--- config.mk ---
export PLATFORM = sky130hd
export DESIGN_NAME = block_buffer_cache_refcount_unit
export DESIGN_NICKNAME = d
export VERILOG_FILES = /design/src/rtl/bbcr_pkg.sv /design/src/rtl/bbcr_fifo.sv /design/src/rtl/bbcr_front.sv /design/src/rtl/bbcr_back.sv /design/src/rtl/block_buffer_cache_refcount_unit.sv
export VERILOG_INCLUDE_DIRS = /design/src /design/src/rtl
export SDC_FILE = /design/constraint.sdc
export NUM_CORES = 2
export LEC_CHECK = 0
export BUFFER_PORTS_ARGS = -buffer_cell sky130_fd_sc_hd__buf_2
export CAP_MARGIN = 10
export CORE_ASPECT_RATIO = 1.4
export CORE_MARGIN = 2
export CORE_UTILIZATION = 45
export DETAILED_ROUTE_END_ITERATION = 8
export PLACE_DENSITY = 0.66
export SYNTH_ARGS = -nofsm -noshare
export SYNTH_HDL_FRONTEND = slang
export SYNTH_SLANG_ARGS = --single-unit
--- constraint.sdc ---
create_clock -name i_clk -period 15 [get_ports i_clk]
set_clock_uncertainty 0.15 [all_clocks]
set_input_delay 3 -clock i_clk [delete_from_list [all_inputs] [get_ports i_clk]]
set_output_delay 3 -clock i_clk [all_outputs]
set_load 0.01 [all_outputs]
--- src/rtl/block_buffer_cache_refcount_unit_macros.svh ---
// Assertion macros for the buffer cache refcount unit.
// BBCR_ASSERT checks a property on every clock edge outside reset.
// BBCR_ASSERT_NEXT checks that cons holds in the cycle after ante.
`ifndef BLOCK_BUFFER_CACHE_REFCOUNT_UNIT_MACROS_SVH
`define BLOCK_BUFFER_CACHE_REFCOUNT_UNIT_MACROS_SVH
`ifndef SYNTHESIS
`define BBCR_ASSERT(lbl, clk, rstn, prop) \
    lbl: assert property (@(posedge clk) disable iff (!rstn) prop) \
        else $error("bbcr: assertion failed");
`define BBCR_ASSERT_NEXT(lbl, clk, rstn, ante, cons) \
    lbl: assert property (@(posedge clk) disable iff (!rstn) (ante) |=> (cons)) \
        else $error("bbcr: assertion failed");
`else
`define BBCR_ASSERT(lbl, clk, rstn, prop)
`define BBCR_ASSERT_NEXT(lbl, clk, rstn, ante, cons)
`endif
`endif

--- src/rtl/bbcr_pkg.sv ---
package bbcr_pkg;

    localparam int BLK_W  = 32;
    localparam int BSZ_W  = 12;
    localparam int REL_W  = 4;
    localparam int STAT_W = 3;
    localparam int POS_W  = 43;
    // wide enough for any slot index and for the slot count itself
    localparam int IDX_W  = 9;
    localparam int QUEUE_DEPTH = 2;

    localparam logic [BSZ_W-1:0] BSZ_RESET = 12'd2048;

    localparam logic CMD_GET     = 1'b0;
    localparam logic CMD_RELEASE = 1'b1;

    localparam logic [STAT_W-1:0] ST_HIT      = 3'd0;
    localparam logic [STAT_W-1:0] ST_FILLED   = 3'd1;
    localparam logic [STAT_W-1:0] ST_RD_ERR   = 3'd2;
    localparam logic [STAT_W-1:0] ST_NO_FREE  = 3'd3;
    localparam logic [STAT_W-1:0] ST_RELEASED = 3'd4;

    typedef struct packed {
        logic             is_release;
        logic             rel_ok;
        logic [BLK_W-1:0] blk;
        logic [REL_W-1:0] rel;
        logic             ok;
    } t_req;

    typedef struct packed {
        logic [STAT_W-1:0] status;
        logic [REL_W-1:0]  slot;
        logic [POS_W-1:0]  pos;
    } t_res;

    typedef struct packed {
        logic empty;
        logic full;
    } t_qstat;

endpackage

--- src/rtl/bbcr_fifo.sv ---
module bbcr_fifo #(
    parameter int WIDTH = 8,
    parameter int DEPTH = 2
) (
    input  logic              i_clk,
    input  logic              i_rst_n,
    input  logic              i_push,
    input  logic [WIDTH-1:0]  i_data,
    input  logic              i_pop,
    output logic [WIDTH-1:0]  o_data,
    output bbcr_pkg::t_qstat  o_stat
);

    localparam int AW = (DEPTH > 2) ? $clog2(DEPTH) : 1;
    localparam int CW = $clog2(DEPTH + 1);

    logic [WIDTH-1:0] r_mem [DEPTH];
    logic [AW-1:0]    r_wr;
    logic [AW-1:0]    r_rd;
    logic [CW-1:0]    r_cnt;
    logic             do_push;
    logic             do_pop;

    assign o_stat.empty = (r_cnt == '0);
    assign o_stat.full  = (r_cnt == CW'(DEPTH));
    assign do_push      = i_push && !o_stat.full;
    assign do_pop       = i_pop && !o_stat.empty;
    assign o_data       = r_mem[r_rd];

    always_ff @(posedge i_clk) begin
        if (!i_rst_n) begin
            r_wr  <= '0;
            r_rd  <= '0;
            r_cnt <= '0;
        end else begin
            if (do_push) begin
                r_wr <= (r_wr == AW'(DEPTH - 1)) ? '0 : r_wr + AW'(1);
            end
            if (do_pop) begin
                r_rd <= (r_rd == AW'(DEPTH - 1)) ? '0 : r_rd + AW'(1);
            end
            if (do_push && !do_pop) begin
                r_cnt <= r_cnt + CW'(1);
            end else if (do_pop && !do_push) begin
                r_cnt <= r_cnt - CW'(1);
            end
        end
    end

    always_ff @(posedge i_clk) begin
        if (do_push) begin
            r_mem[r_wr] <= i_data;
        end
    end

endmodule

--- src/rtl/bbcr_front.sv ---
module bbcr_front #(
    parameter int NUM_SLOTS = 16
) (
    input  logic                              i_clk,
    input  logic                              i_rst_n,
    input  logic                              i_push,
    output logic                              o_full,
    input  logic                              i_cmd,
    input  logic [bbcr_pkg::BLK_W-1:0]        i_block_number,
    input  logic [bbcr_pkg::REL_W-1:0]        i_release_slot,
    input  logic                              i_fill_ok,
    output bbcr_pkg::t_req                    o_req,
    output logic                              o_q_push,
    input  logic                              i_q_full
);

    localparam int IW = bbcr_pkg::IDX_W;
    localparam int RW = bbcr_pkg::REL_W;

    logic            r_valid;
    bbcr_pkg::t_req  r_req;
    bbcr_pkg::t_req  n_req;
    logic            accept;
    logic [IW-1:0]   rel_wide;

    assign o_full   = r_valid && i_q_full;
    assign accept   = i_push && !o_full;
    assign o_q_push = r_valid && !i_q_full;
    assign o_req    = r_req;
    assign rel_wide = {{(IW - RW){1'b0}}, i_release_slot};

    // classify: command decode and release range check
    always_comb begin
        n_req.is_release = (i_cmd == bbcr_pkg::CMD_RELEASE);
        n_req.rel_ok     = (rel_wide < IW'(NUM_SLOTS));
        n_req.blk        = i_block_number;
        n_req.rel        = i_release_slot;
        n_req.ok         = i_fill_ok;
    end

    always_ff @(posedge i_clk) begin
        if (!i_rst_n) begin
            r_valid <= 1'b0;
        end else if (accept) begin
            r_valid <= 1'b1;
        end else if (o_q_push) begin
            r_valid <= 1'b0;
        end
    end

    always_ff @(posedge i_clk) begin
        if (accept) begin
            r_req <= n_req;
        end
    end

endmodule

--- src/rtl/bbcr_back.sv ---
`include "block_buffer_cache_refcount_unit_macros.svh"
module bbcr_back #(
    parameter int NUM_SLOTS  = 16,
    parameter int COUNT_BITS = 8
) (
    input  logic                              i_clk,
    input  logic                              i_rst_n,
    input  logic [bbcr_pkg::BSZ_W-1:0]        i_block_size,
    input  bbcr_pkg::t_req                    i_req,
    input  bbcr_pkg::t_qstat                  i_req_q,
    output logic                              o_req_pop,
    output bbcr_pkg::t_res                    o_res,
    output logic                              o_res_push,
    input  bbcr_pkg::t_qstat                  i_res_q
);

    localparam int SLOT_W = $clog2(NUM_SLOTS);
    localparam int IW     = bbcr_pkg::IDX_W;
    localparam int RW     = bbcr_pkg::REL_W;
    localparam int BW     = bbcr_pkg::BLK_W;
    localparam int PW     = bbcr_pkg::POS_W;
    localparam int MW     = bbcr_pkg::BLK_W + bbcr_pkg::BSZ_W;
    localparam logic [COUNT_BITS-1:0] CNT_MAX = '1;

    localparam logic [1:0] S_IDLE = 2'd0;
    localparam logic [1:0] S_CMP  = 2'd1;
    localparam logic [1:0] S_PICK = 2'd2;
    localparam logic [1:0] S_UPD  = 2'd3;

    // slot state
    logic [BW-1:0]         r_tag [NUM_SLOTS];
    logic [NUM_SLOTS-1:0]  r_vld;
    logic [COUNT_BITS-1:0] r_cnt [NUM_SLOTS];
    logic [SLOT_W-1:0]     r_ptr;

    // sequencer
    logic [1:0]            r_state;
    bbcr_pkg::t_req        r_req;
    logic [PW-1:0]         r_pos;
    logic [NUM_SLOTS-1:0]  r_hitv;
    logic [NUM_SLOTS-1:0]  r_zerov;
    logic [SLOT_W-1:0]     r_h;
    logic                  r_hit_any;
    logic [SLOT_W-1:0]     r_f;
    logic                  r_f_any;

    logic [NUM_SLOTS-1:0]  n_hitv;
    logic [NUM_SLOTS-1:0]  n_zerov;
    logic [MW-1:0]         prod;
    logic [SLOT_W-1:0]     n_h;
    logic                  n_hit_any;
    logic [SLOT_W-1:0]     n_f;
    logic                  n_f_any;

    logic                  fire;
    logic [IW-1:0]         rel_wide;
    logic [SLOT_W-1:0]     rel_idx;
    logic [SLOT_W-1:0]     sel;
    logic [COUNT_BITS-1:0] sel_cnt;
    logic [SLOT_W-1:0]     free;
    logic                  have_free;
    logic [IW-1:0]         h_wide;
    logic [IW-1:0]         free_wide;
    logic                  cnt_we;
    logic [SLOT_W-1:0]     cnt_idx;
    logic [COUNT_BITS-1:0] cnt_wdata;
    logic                  tag_we;
    logic [SLOT_W-1:0]     n_ptr;
    bbcr_pkg::t_res        res;

    assign o_req_pop  = (r_state == S_IDLE) && !i_req_q.empty;
    assign fire       = (r_state == S_UPD) && !i_res_q.full;
    assign o_res_push = fire;
    assign o_res      = res;

    // tag compare and free-slot candidates, all slots at once
    always_comb begin
        for (int i = 0; i < NUM_SLOTS; i++) begin
            n_hitv[i]  = r_vld[i] && (r_tag[i] == r_req.blk);
            n_zerov[i] = (r_cnt[i] == '0);
        end
    end

    assign prod = r_req.blk * i_block_size;

    // first hit; first idle slot at or after the pickup pointer
    always_comb begin
        n_h       = '0;
        n_hit_any = 1'b0;
        n_f       = '0;
        n_f_any   = 1'b0;
        for (int i = NUM_SLOTS - 1; i >= 0; i--) begin
            if (r_hitv[i]) begin
                n_h       = SLOT_W'(i);
                n_hit_any = 1'b1;
            end
            if (r_zerov[i] && (SLOT_W'(i) >= r_ptr)) begin
                n_f     = SLOT_W'(i);
                n_f_any = 1'b1;
            end
        end
    end

    assign rel_wide  = {{(IW - RW){1'b0}}, r_req.rel};
    assign rel_idx   = rel_wide[SLOT_W-1:0];
    assign sel       = r_req.is_release ? rel_idx : r_h;
    assign sel_cnt   = r_cnt[sel];
    assign h_wide    = IW'(r_h);
    assign free_wide = IW'(free);

    always_comb begin
        have_free = 1'b0;
        free      = '0;
        if (r_f_any) begin
            have_free = 1'b1;
            free      = r_f;
        end else if (r_zerov[0]) begin
            // walk wrapped to slot 0 and slot 0 is idle
            have_free = 1'b1;
        end
    end

    always_comb begin
        res       = '0;
        cnt_we    = 1'b0;
        cnt_idx   = sel;
        cnt_wdata = sel_cnt;
        tag_we    = 1'b0;
        n_ptr     = r_ptr;
        if (r_req.is_release) begin
            res.status = bbcr_pkg::ST_RELEASED;
            res.slot   = r_req.rel;
            if (r_req.rel_ok && (sel_cnt != '0)) begin
                cnt_we    = 1'b1;
                cnt_wdata = sel_cnt - COUNT_BITS'(1);
            end
        end else if (r_hit_any) begin
            res.status = bbcr_pkg::ST_HIT;
            res.slot   = h_wide[RW-1:0];
            if (sel_cnt != CNT_MAX) begin
                cnt_we    = 1'b1;
                cnt_wdata = sel_cnt + COUNT_BITS'(1);
            end
            // pointer keeps the steps taken over busy slots below the hit
            if (r_h > r_ptr) begin
                n_ptr = (r_f_any && (r_f < r_h)) ? r_f : r_h;
            end
        end else if (!have_free) begin
            res.status = bbcr_pkg::ST_NO_FREE;
            n_ptr      = '0;
        end else begin
            tag_we   = 1'b1;
            res.slot = free_wide[RW-1:0];
            res.pos  = r_pos;
            if (r_req.ok) begin
                res.status = bbcr_pkg::ST_FILLED;
                cnt_we     = 1'b1;
                cnt_idx    = free;
                cnt_wdata  = COUNT_BITS'(1);
                n_ptr      = (free == SLOT_W'(NUM_SLOTS - 1)) ? '0 : free + SLOT_W'(1);
            end else begin
                res.status = bbcr_pkg::ST_RD_ERR;
                n_ptr      = free;
            end
        end
    end

    always_ff @(posedge i_clk) begin
        if (!i_rst_n) begin
            r_state <= S_IDLE;
            r_ptr   <= '0;
            r_vld   <= '0;
            for (int i = 0; i < NUM_SLOTS; i++) begin
                r_cnt[i] <= '0;
            end
        end else begin
            case (r_state)
                S_IDLE: begin
                    if (o_req_pop) begin
                        r_state <= S_CMP;
                    end
                end
                S_CMP:  r_state <= S_PICK;
                S_PICK: r_state <= S_UPD;
                S_UPD: begin
                    if (fire) begin
                        r_state <= S_IDLE;
                    end
                end
                default: r_state <= S_IDLE;
            endcase
            if (fire) begin
                r_ptr <= n_ptr;
                if (cnt_we) begin
                    r_cnt[cnt_idx] <= cnt_wdata;
                end
                if (tag_we) begin
                    r_vld[free] <= 1'b1;
                end
            end
        end
    end

    always_ff @(posedge i_clk) begin
        if (o_req_pop) begin
            r_req <= i_req;
        end
        if (r_state == S_CMP) begin
            r_hitv  <= n_hitv;
            r_zerov <= n_zerov;
            r_pos   <= prod[PW-1:0];
        end
        if (r_state == S_PICK) begin
            r_h       <= n_h;
            r_hit_any <= n_hit_any;
            r_f       <= n_f;
            r_f_any   <= n_f_any;
        end
        if (fire && tag_we) begin
            r_tag[free] <= r_req.blk;
        end
    end

    `BBCR_ASSERT(a_ptr_range, i_clk, i_rst_n, r_ptr <= SLOT_W'(NUM_SLOTS - 1))
    `BBCR_ASSERT(a_pop_idle, i_clk, i_rst_n, o_req_pop |-> (r_state == S_IDLE))
    `BBCR_ASSERT(a_push_upd, i_clk, i_rst_n, o_res_push |-> (r_state == S_UPD) && !i_res_q.full)
    `BBCR_ASSERT_NEXT(a_cmp_pick, i_clk, i_rst_n, r_state == S_CMP, r_state == S_PICK)
    `BBCR_ASSERT_NEXT(a_pop_cmp, i_clk, i_rst_n, o_req_pop, r_state == S_CMP)

endmodule

--- src/rtl/block_buffer_cache_refcount_unit.sv ---
// Buffer cache tag and reference count manager, round-robin slot pickup.
// Input channel: an item is taken on a clock edge with push high and full low.
//   A get item (i_cmd 0) looks up i_block_number; a release item (i_cmd 1)
//   drops the count of slot i_release_slot. i_fill_ok is the device read
//   outcome for a get that claims a slot.
// Result channel: while empty is low the oldest result sits on o_status,
//   o_slot_index and o_read_position; pop high takes it on that edge.
// Config channel: i_block_size is written on an edge with valid and ready
//   high; ready is always high. Write it only while the block is idle.
// Path: an item passes the input stage and the request queue, then the
//   compare, pick and update steps of the engine, into the result queue.
// Flow: the engine takes no new item until its four-step sequence (dequeue,
//   tag compare, priority pick, state update) for the last one is through.
// Reset: all slots invalid, all counts zero, pickup pointer at slot 0, block
//   size 2048, both queues empty. No clearing pass is needed.
// Stall: with the result queue full the engine holds in its update step;
//   the request queue and input stage then fill and full goes high.
module block_buffer_cache_refcount_unit #(
    parameter int NUM_SLOTS  = 16,
    parameter int COUNT_BITS = 8
) (
    input  logic                               i_clk,
    input  logic                               i_rst_n,
    // requests
    input  logic                               push,
    output logic                               full,
    input  logic                               i_cmd,
    input  logic [bbcr_pkg::BLK_W-1:0]         i_block_number,
    input  logic [bbcr_pkg::REL_W-1:0]         i_release_slot,
    input  logic                               i_fill_ok,
    // results
    output logic                               empty,
    input  logic                               pop,
    output logic [bbcr_pkg::STAT_W-1:0]        o_status,
    output logic [bbcr_pkg::REL_W-1:0]         o_slot_index,
    output logic [bbcr_pkg::POS_W-1:0]         o_read_position,
    // configuration
    input  logic                               valid,
    output logic                               ready,
    input  logic [bbcr_pkg::BSZ_W-1:0]         i_block_size
);

    localparam int REQ_W = $bits(bbcr_pkg::t_req);
    localparam int RES_W = $bits(bbcr_pkg::t_res);

    logic [bbcr_pkg::BSZ_W-1:0] r_block_size;

    bbcr_pkg::t_req    front_req;
    logic              front_push;
    bbcr_pkg::t_qstat  req_q;
    logic [REQ_W-1:0]  req_q_data;
    bbcr_pkg::t_req    eng_req;
    logic              eng_pop;
    bbcr_pkg::t_res    eng_res;
    logic              eng_push;
    bbcr_pkg::t_qstat  res_q;
    logic [RES_W-1:0]  res_q_data;
    bbcr_pkg::t_res    out_res;

    assign ready = 1'b1;

    always_ff @(posedge i_clk) begin
        if (!i_rst_n) begin
            r_block_size <= bbcr_pkg::BSZ_RESET;
        end else if (valid && ready) begin
            r_block_size <= i_block_size;
        end
    end

    // front: input stage and command classification
    bbcr_front #(
        .NUM_SLOTS (NUM_SLOTS)
    ) u_front (
        .i_clk          (i_clk),
        .i_rst_n        (i_rst_n),
        .i_push         (push),
        .o_full         (full),
        .i_cmd          (i_cmd),
        .i_block_number (i_block_number),
        .i_release_slot (i_release_slot),
        .i_fill_ok      (i_fill_ok),
        .o_req          (front_req),
        .o_q_push       (front_push),
        .i_q_full       (req_q.full)
    );

    // short request queue decouples front and engine
    bbcr_fifo #(
        .WIDTH (REQ_W),
        .DEPTH (bbcr_pkg::QUEUE_DEPTH)
    ) u_req_q (
        .i_clk   (i_clk),
        .i_rst_n (i_rst_n),
        .i_push  (front_push),
        .i_data  (front_req),
        .i_pop   (eng_pop),
        .o_data  (req_q_data),
        .o_stat  (req_q)
    );

    assign eng_req = bbcr_pkg::t_req'(req_q_data);

    // back: slot state and the lookup / claim / release engine
    bbcr_back #(
        .NUM_SLOTS  (NUM_SLOTS),
        .COUNT_BITS (COUNT_BITS)
    ) u_back (
        .i_clk        (i_clk),
        .i_rst_n      (i_rst_n),
        .i_block_size (r_block_size),
        .i_req        (eng_req),
        .i_req_q      (req_q),
        .o_req_pop    (eng_pop),
        .o_res        (eng_res),
        .o_res_push   (eng_push),
        .i_res_q      (res_q)
    );

    // result queue: engine keeps going while a result waits
    bbcr_fifo #(
        .WIDTH (RES_W),
        .DEPTH (bbcr_pkg::QUEUE_DEPTH)
    ) u_res_q (
        .i_clk   (i_clk),
        .i_rst_n (i_rst_n),
        .i_push  (eng_push),
        .i_data  (eng_res),
        .i_pop   (pop),
        .o_data  (res_q_data),
        .o_stat  (res_q)
    );

    assign out_res         = bbcr_pkg::t_res'(res_q_data);
    assign empty           = res_q.empty;
    assign o_status        = out_res.status;
    assign o_slot_index    = out_res.slot;
    assign o_read_position = out_res.pos;

endmodule
==> impl_results.md <==
- Status: completed
- Number of nets in the layout: 4687
- Switch Pwr: 5.23 mW
- Reg-to-reg critical path startpoint: u_back.r_req[14]
- Period Utilization, post-route: 49.2%
- Post-route ant nets: 0
- Metal-1 WL: 53200 um
- Die ar.: 123000 sq um
- RSZ-0062 raised after global routing: false
- Maxcap violations: 0
- FILL cells: 10.3k
- Power Density: 210 nW/um^2
- DR vias/cell: 5.41
- Area of the core: 119000 sq um
- Gpl congestion: 0.905
- Power share of the sequential group: 30.6%
- Synth Area in Compound Gates: 3.57%
- First-pass GRT wire length: 201000 um
- Initial antenna violation count: 2
- IO Count: 108
- Share of cells above drive strength 1: 12.0%
- DP Worst Slack: 7.65 ns
- H-tree levels: 3
- Syn avg cell area: 13.1 sq um
- Worst-Skew Late Latency: 0.72 ns
- Total track usage: 21.5%
- Post-synthesis cell count: 4129
- Post-detail-place hpwl: 88600 um
- R2R depth: 19
- Synthesized area: 54200 sq um
- P_int: 7.40 mW
- Synth Net Count: 4583
- Kind of critical path: flop to flop
- Slew Limit Fails: 0
- Total gr overflow: 0
- Lkg Pwr: 21.6 nW
- Gate power share: 49.4%
- Syn. warnings: 0
- Crit-path slowest cell: edfxtp_1
- Max Used Layer: met5
- Post-Synth Adder-Cell Area: 13.4%
- Clock power share: 19.9%
- Synth area leaders: edfxtp_1 54%, fa_1 11%, xnor2_1 7.8%
- Max Root-Sink Buffers: 3
- DR iter-0 viols: 2526
- Max VDD drop: 0.186 mV
- Synth Area in Simple Gates: 9.87%
- Most common cell after layout, fill and taps aside: edfxtp_1
- Inserted Clock Buffers: 95
- Endpoint of the worst hold path: u_req_q.r_mem[0][31]
- Post-cts gate resize count: 0
- RR Endpoint: u_back.r_pos[40]
- Arr. time, crit path: 7.63 ns
- # setup viols final: 0
- CTS tree: built
- DIE HEIGHT: 415 um
- Via count: 32.0k
- Worst hold slack: 0.291 ns
- Top_reg_cell synth: edfxtp_1
- Minimum clock period: 7.38 ns
- Synth Area in XOR/XNOR: 9.02%
- Floorplan row count: 150
- Die X: 297 um
- Worst-path maximum fanout: 32
- Clock Pin Slew Worst Setup and Hold Paths: 0.06 ns
- CP Cell Sequence: buf_4 -> nand2_1 -> fa_1 -> fa_1 -> inv_1 -> fa_1 -> fa_1 -> inv_1 -> fa_1 -> inv_1 -> ha_1 -> a211oi_1 -> o221ai_1 -> or2_2 -> o211ai_1 -> a311oi_1 -> o311a_1 -> o21ai_0 -> o311ai_0
- Measured slew at the worst slew-check pin: 1.21 ns
- Vias in the first global route: 33.0k
- Setup slack after layout: 7.62 ns
- Largest net degree at the start of global routing: 52
- Synthesis-stage register bit count: 1021
- Mux share of post-synthesis cell area: 4.19%
- Commonest non-fill, non-tap cells in the layout: 977 x edfxtp_1, 485 x xnor2_1, 389 x inv_1
- Hold path cells: 0
- Post-synth EDFFs: 977
- Wire per inst: 22.4 um
- Remaining DRCs: 0
- Sw Ratio: 41.4%
- Critical Path Most Common Cell: fa_1
- Async set-reset flop share out of synthesis: 0%
- Setup bufs post-CTS: 0
- Hold path startpoint: u_front.o_req[31]
- Overall power: 12.6 mW
- Rel. slew slack: 18.9%
- Area growth, synth to finish: 10.9%
- Setup TNS: 0 ns
- Sequential area share after synthesis: 55.8%
- Wirelength, routed: 132000 um
- Metal2 WL: 69600 um
- Family with the most delay on the worst path: adder cells
- Hold WC Path Type: flop to flop
- Highest Clock Rate: 0.136 GHz
- Largest family of logic cells by synthesized area: adder cells
- CP max stage delay: 0.74 ns
- Port Buffer Count: 106
- Root buffer cell: clkbuf_16
- Starting density of the core: 45.4%
- Crit path capture type: flop
- Met3 wire len: 6190 um
- Fin. Hold Viols: 0
- Post-synthesis cell type count: 77
- Yosys top cell area share: 54.2%
- CP Buf/Inv Count: 4
- Clk sinks: 1021
- Synth area leader: edfxtp_1
- Startpoint Class: flop
- Crit path required time: 15.25 ns
- DRT Pass-1 Iters: 5
- Cts hold-fix bufs: 0
- R2R setup slack: 7.62 ns
[worst max path at each step]
stage	from	end	depth (start not counted)
after floorplan	u_back.r_req[28]	u_back.r_pos[40]	21
after global placement	u_back.r_req[13]	u_back.r_pos[40]	19
after detailed placement	u_back.r_req[14]	u_back.r_pos[40]	19
after CTS	u_back.r_req[14]	u_back.r_pos[40]	19
after global routing	u_back.r_req[14]	u_back.r_pos[40]	20
final	u_back.r_req[14]	u_back.r_pos[40]	19
[synthesized netlist by cell type (56+ instances only)]
master and instances:
a21oi_1 86, and2_1 159, clkbuf_1 139, edfxtp_1 977
fa_1 299, ha_1 100, inv_1 389, mux2_2 89
mux2i_1 87, nand2_1 372, nand4_1 120, nor2_1 171
nor4_1 69, o21ai_0 56, xnor2_1 485, xor2_1 73
[cells by family (layout without fill, tap and decap cells)]
group	count (synthesis)	after routing
simple gates	1077	1077
flops	1021	1021
buf+inv	591	775
xor+xnor	558	558
fa+ha+maj	399	399
compound gates	288	288
mux	194	194
other cells	1	3
[worst register-to-register path, delay by kind of cell, from the launching register on]
kind	cells	cell delay, ns
fa+ha+maj	6	2.69
flops	1	0.74
buf+inv	4	0.70
compound gates	7	2.19
simple gates	2	0.58
[power groups by stage]
| stage | sequential, mW | clock [mW] | combinational, mW |
|---|---|---|---|
| 2_1_floorplan | 3.91 | 0 | 4.32 |
| 3_3_place_gp | 3.92 | 0 | 6.14 |
| 3_5_place_dp | 3.93 | 0 | 6.24 |
| 4_1_cts | 3.87 | 2.56 | 6.27 |
| 5_1_grt | 3.89 | 2.66 | 6.92 |
| 6_report | 3.87 | 2.52 | 6.25 |
[layer usage]
metal,vias up,global-route usage [%]
met5,-,0
met4,2,6.47
met3,207,2.25
met2,888,39.0
met1,16500,26.8
li1,14400,-
[sequential cells by signal (all words and copies together) (netlist names), 2 cells and up, named ones only]
signal / count
u_back.r_hitv: 16
u_req_q.r_mem: 76
u_front.o_req: 38
r_block_size: 12
u_back.r_ptr: 4
u_back.r_pos: 43
u_back.rel_idx: 4
u_req_q.r_cnt: 2
u_res_q.r_cnt: 2
u_back.r_cnt: 128
u_back.r_f: 4
u_back.r_vld: 16
u_res_q.r_mem: 100
u_back.r_zerov: 16
u_back.r_req: 34
u_back.r_h: 4
u_back.r_tag: 512
u_back.r_state: 2
[layout make-up]
type | instances | area, sq um | area share (%)
Sequential cell | 1021 | 30200 | 50.3
Multi-Input combinational cell | 2517 | 21800 | 36.3
Clock buffer | 110 | 2490 | 4.15
Tap cell | 1596 | 2000 | 3.33
Inverter | 390 | 1460 | 2.44
Timing Repair Buffer | 208 | 1300 | 2.16
Clock inverter | 67 | 768 | 1.28
Antenna cell | 2 | 5.00 | 0.00833
[per-stage QoR]
step	instances	cell area [sq um]	util (%)
after floorplan	4129	54200	-
after CTS	5909	60000	50.3
after detailed placement	5732	56800	47.6
final	5911	60100	50.3
after global routing	5909	60000	50.3
after global placement	5732	56800	47.6
Note: power is estimated with default switching activity, not from simulation.
